==> config.mk <==
export PLATFORM = sky130hd
export DESIGN_NAME = rbs_div_cell
export DESIGN_NICKNAME = d
export VERILOG_FILES = /design/src/design/rbs_pkg.sv /design/src/design/rbs_div_cell.sv
export SDC_FILE = /design/constraint.sdc
export NUM_CORES = 1
export LEC_CHECK = 0
export BUFFER_PORTS_ARGS = -buffer_cell sky130_fd_sc_hd__buf_2
export CAP_MARGIN = 10
export CORE_AREA = 2 2 159 161
export CTS_CLUSTER_SIZE = 28
export DETAILED_ROUTE_END_ITERATION = 8
export DIE_AREA = 0 0 161 163
export GPL_TIMING_DRIVEN = 0
export PLACE_DENSITY_LB_ADDON = 0.25
export SLEW_MARGIN = 20
export SYNTH_ARGS = -nofsm -noshare
export SYNTH_HDL_FRONTEND = slang
export SYNTH_SLANG_ARGS = --single-unit
==> constraint.sdc <==
create_clock -name clk -period 9 [get_ports clk]
set_input_delay 1.35 -clock clk [delete_from_list [all_inputs] [get_ports clk]]
set_output_delay 1.35 -clock clk [all_outputs]
set_load 0.01 [all_outputs]
==> src/design/rbs_pkg.sv <==
// shared types and constants for the ray against box slab test
`timescale 1ns / 1ps

package rbs_pkg;

  localparam int COORD_W = 32;
  localparam int EXT_W   = COORD_W - 1;
  localparam int NUM_W   = COORD_W + 2;      // slab numerators
  localparam int EDGE_W  = COORD_W + 1;      // box edges before saturation
  localparam int PROD_W  = 2 * COORD_W + 3;  // cross products
  localparam int QUO_W   = COORD_W + 2;      // quotient bits, one per divide cell
  localparam int LO_W    = COORD_W / 2;
  localparam int HI_W    = COORD_W - LO_W;
  localparam int SUM_W   = COORD_W + 4;

  typedef struct packed {
    logic signed [COORD_W-1:0] origin_x;
    logic signed [COORD_W-1:0] origin_y;
    logic signed [COORD_W-1:0] dir_x;
    logic signed [COORD_W-1:0] dir_y;
    logic signed [COORD_W-1:0] box_left;
    logic signed [COORD_W-1:0] box_top;
    logic [EXT_W-1:0]          box_width;
    logic [EXT_W-1:0]          box_height;
  } ray_t;

  typedef struct packed {
    logic                      hit;
    logic signed [COORD_W-1:0] hit_x;
    logic signed [COORD_W-1:0] hit_y;
  } res_t;

  // what rides along the divide chain
  typedef struct packed {
    logic                      hit;
    logic                      x_entry;
    logic                      neg;
    logic                      ovf;
    logic signed [EDGE_W-1:0]  edge_c;
    logic signed [COORD_W-1:0] base;
  } side_t;

  typedef struct packed {
    logic [COORD_W-1:0] rem;
    logic [QUO_W-1:0]   dvd;
    logic [QUO_W-1:0]   quo;
    logic [COORD_W-1:0] den;
    side_t              side;
  } div_t;

endpackage

==> src/design/rbs_div_cell.sv <==
// one restoring divide cell: one quotient bit per transfer
`timescale 1ns / 1ps

module rbs_div_cell
  import rbs_pkg::*;
(
  input  logic clk,
  input  logic rst,
  input  logic up_valid,
  output logic up_ready,
  input  div_t up,
  output logic dn_valid,
  input  logic dn_ready,
  output div_t dn
);

  logic               en;
  logic [COORD_W:0]   trial;
  logic [COORD_W+1:0] diff;
  logic               ge;
  div_t               dn_next;

  assign en       = !dn_valid || dn_ready;
  assign up_ready = en;

  always_comb begin
    trial   = {up.rem, up.dvd[QUO_W-1]};
    diff    = {1'b0, trial} - {2'b00, up.den};
    ge      = !diff[COORD_W+1];
    dn_next = up;
    dn_next.rem = ge ? diff[COORD_W-1:0] : trial[COORD_W-1:0];
    dn_next.dvd = {up.dvd[QUO_W-2:0], 1'b0};
    dn_next.quo = {up.quo[QUO_W-2:0], ge};
  end

  always_ff @(posedge clk) begin
    if (rst) begin
      dn_valid <= 1'b0;
    end else if (en) begin
      dn_valid <= up_valid;
    end
  end

  always_ff @(posedge clk) begin
    if (en) begin
      dn <= dn_next;
    end
  end

endmodule

==> out/metrics.yaml <==
route:
  drt-initial-drc-count: 351
  drcViolationCount: 0
  drt_first_pass_iters: 4
  routed_wl_um: 24700
  vias: 6066
  wire_per_inst_um: 18.7
  drtAntennaViolNets: 0
  avgViaCountPerCell: 4.60
layout:
  fin_area_mm2: 0.0118
  syn_to_final_growth_pct: 38.9
  final_nets: 1200
  drive_gt1_share_pct: 50.0
timing:
  fin_worst_skew_ns: 0.00663
  relSlewSlack_pct: 59.8
  finalSetupViolCount: 0
  finalCriticalPeriod_ns: 4.22
  rsz0062_at_grt: "false"
  tightest_slew_ns: 0.597
  slew_viol_final: 0
  setup_slack_ns: 4.78
  clock.fmax_mhz: 237
  finalHoldViolations: 0
  post-route-period-util_pct: 46.9
global_routing:
  overflow: 0
  grt_pass1_vias: 5989
  grt_max_degree: 56
  grtUsageTotal_pct: 17.9
  met1_usage_pct: 20.0
  grt_pass1_wl_um: 35500
  grt_util_met2_pct: 31.8
  met3_usage_pct: 6.62
  busiest_layer: "met2"
  antenna_found_initial: 10
critical_path:
  crit_fanout: 4
  critical_path_class: "in -> reg"
  critPathLaunchType: "input port"
  cp.arrival_ns: 4.46
  worstSetupEndpointType: "flip-flop"
  worstPathRequired_ns: 9.24
logic_synthesis:
  yosysUniqueCellTypes: 56
  synth.cell_area_mm2: 0.00846
  synthArstFlopShare_pct: 0
  ys_seq_area_share_pct: 71.2
  yosys_register_bits: 201
  synth_edf_count: 200
  postSynthNetCount: 766
  synth_flop_cell: "edfxtp_1"
  netlist_instances: 528
  yosys_warnings: 0
  yosysTopAreaCellShare_pct: 71.0
  yosys.area.top_type: "edfxtp_1"
  synth_area_per_cell_um2: 16.0
  synthTopCellsByArea: "edfxtp_1, ha_1, mux2_4"
clocking:
  numCtsBuffers: 23
  htree_levels: 1
  clock_sinks: 201
  clockBufferDepth: 3
  insertion_delay_ns: 0.49
  tritoncts: "built"
  clockRootBuffer: "clkbuf_16"
  postCtsHoldBufs: 0
  post_cts_buffers: 0
  cts_resized: 0
  clk_pin_slew_ns: 0.06
placement:
  gp_congestion: 0.863
  placed_area_mm2: 0.0110
  pre_cts_ws_ns: 4.33
  portBuffers: 405
  dpl.hpwl_um: 19800
die:
  die_x_um: 161
  initial_core_util_pct: 34.3
  core.rowCount: 58
  core_area_mm2: 0.0247
  ios: 408
  dieArea_mm2: 0.0262
  die_h_um: 163
pwr:
  total_power_uw: 2460
  ir_drop_mv: 0.138
  p_leak_uw: 0.00532
  powerDensity_mw_per_mm2: 209
hold_path:
  hp-class: "reg -> reg"
outcome:
  outcome: "finished clean"
job:
  drv_cap: 0
-- cell usage in the layout, fill, tap and decap left out, types with 17 or more instances in the layout --
cell,n
inv_1,41
mux2_4,25
nand2_1,25
ha_1,32
xnor2_1,17
a21oi_1,32
edfxtp_1,200
nor2_1,18
buf_2,405
clkbuf_16,23
-- flip-flops by register name (all words and copies together), names as in the netlist --
name / flops
dn: 200
dn_valid: 1
-- final timing paths --
| check | startpoint | end | slack, ns | cells after the start |
|---|---|---|---|---|
| worst min register to register | dn_valid | dn_valid | 0.79 | 2 |
| worst max register to register | dn_valid | dn[199] | 7.42 | 3 |
| worst max-delay path | up[168] | dn[197] | 4.78 | 13 |
| worst min-delay path | dn_valid | dn_valid | 0.79 | 2 |
-- logic make-up (layout without fill, tap and decap cells) --
family	count (synthesis)	count (layout)	synth area share (%)
buffers and inverters	50	500	2.88
muxes	33	33	5.41
AOI/OAI and AO/OA	101	101	7.97
DFF	201	201	71.2
adders and majority gates	33	33	4.97
xor gates and xnor gates	24	24	2.48
other	1	12	0.0443
and+or+nand+nor	85	85	5.00
-- routing by layer --
metal / vias up / wire length [um]
met5: - / 0
met4: 0 / 586
met3: 37 / 2450
met2: 273 / 12800
met1: 2855 / 8840
li1: 2901 / -
-- worst max-delay path, cell delays in order --
cell and delay (ns):
buf_2 0.10, inv_1 0.06, ha_1 0.21, inv_1 0.07
fa_1 0.43, a211oi_1 0.37, o211a_1 0.25, o31ai_1 0.14
o41a_1 0.49, a41oi_1 0.44, o21ai_0 0.13, a21boi_0 0.16
mux2_4 0.27
-- cell usage after synthesis, types with 4 or more instances --
master	number
xnor2_1	17
nor2_1	18
inv_1	41
a211oi_1	5
nand2b_1	6
a21o_1	6
buf_6	6
and3_1	5
nand4_1	6
nor3_1	4
o21a_1	6
edfxtp_1	200
o31ai_1	6
o21ai_0	16
nand3_1	6
a21oi_1	32
mux2_4	25
xor2_1	7
mux2i_1	6
nand2_1	25
ha_1	32
-- where the power goes --
part / internal [uW] / switching (uW) / total (uW)
Combinational: 193 / 222 / 416
Sequential: 1130 / 20.3 / 1150
Clock: 525 / 369 / 894
Total: 1850 / 611 / 2460
-- layout make-up --
type | count | area, um^2
Fill cell | 2265 | 12900
Sequential cell | 201 | 6030
Multi-Input combinational cell | 277 | 2200
Timing Repair Buffer | 409 | 2120
Clock buffer | 25 | 583
Tap cell | 330 | 413
Inverter | 41 | 154
Clock inverter | 16 | 139
Buffer | 9 | 90.1
Antenna cell | 11 | 27.5
-- through the flow --
step	setup TNS [ns]	hold slack [ns]	cells	utilization, %
after floorplan	0	1.42	528	-
after global placement	-1.54	1.51	1263	44.2
after detailed placement	0	0.788	1267	44.6
after CTS	0	0.801	1308	47.5
after global routing	0	0.845	1317	47.6
final	0	0.794	1319	47.6
Note: power is estimated with default switching activity, not from simulation.
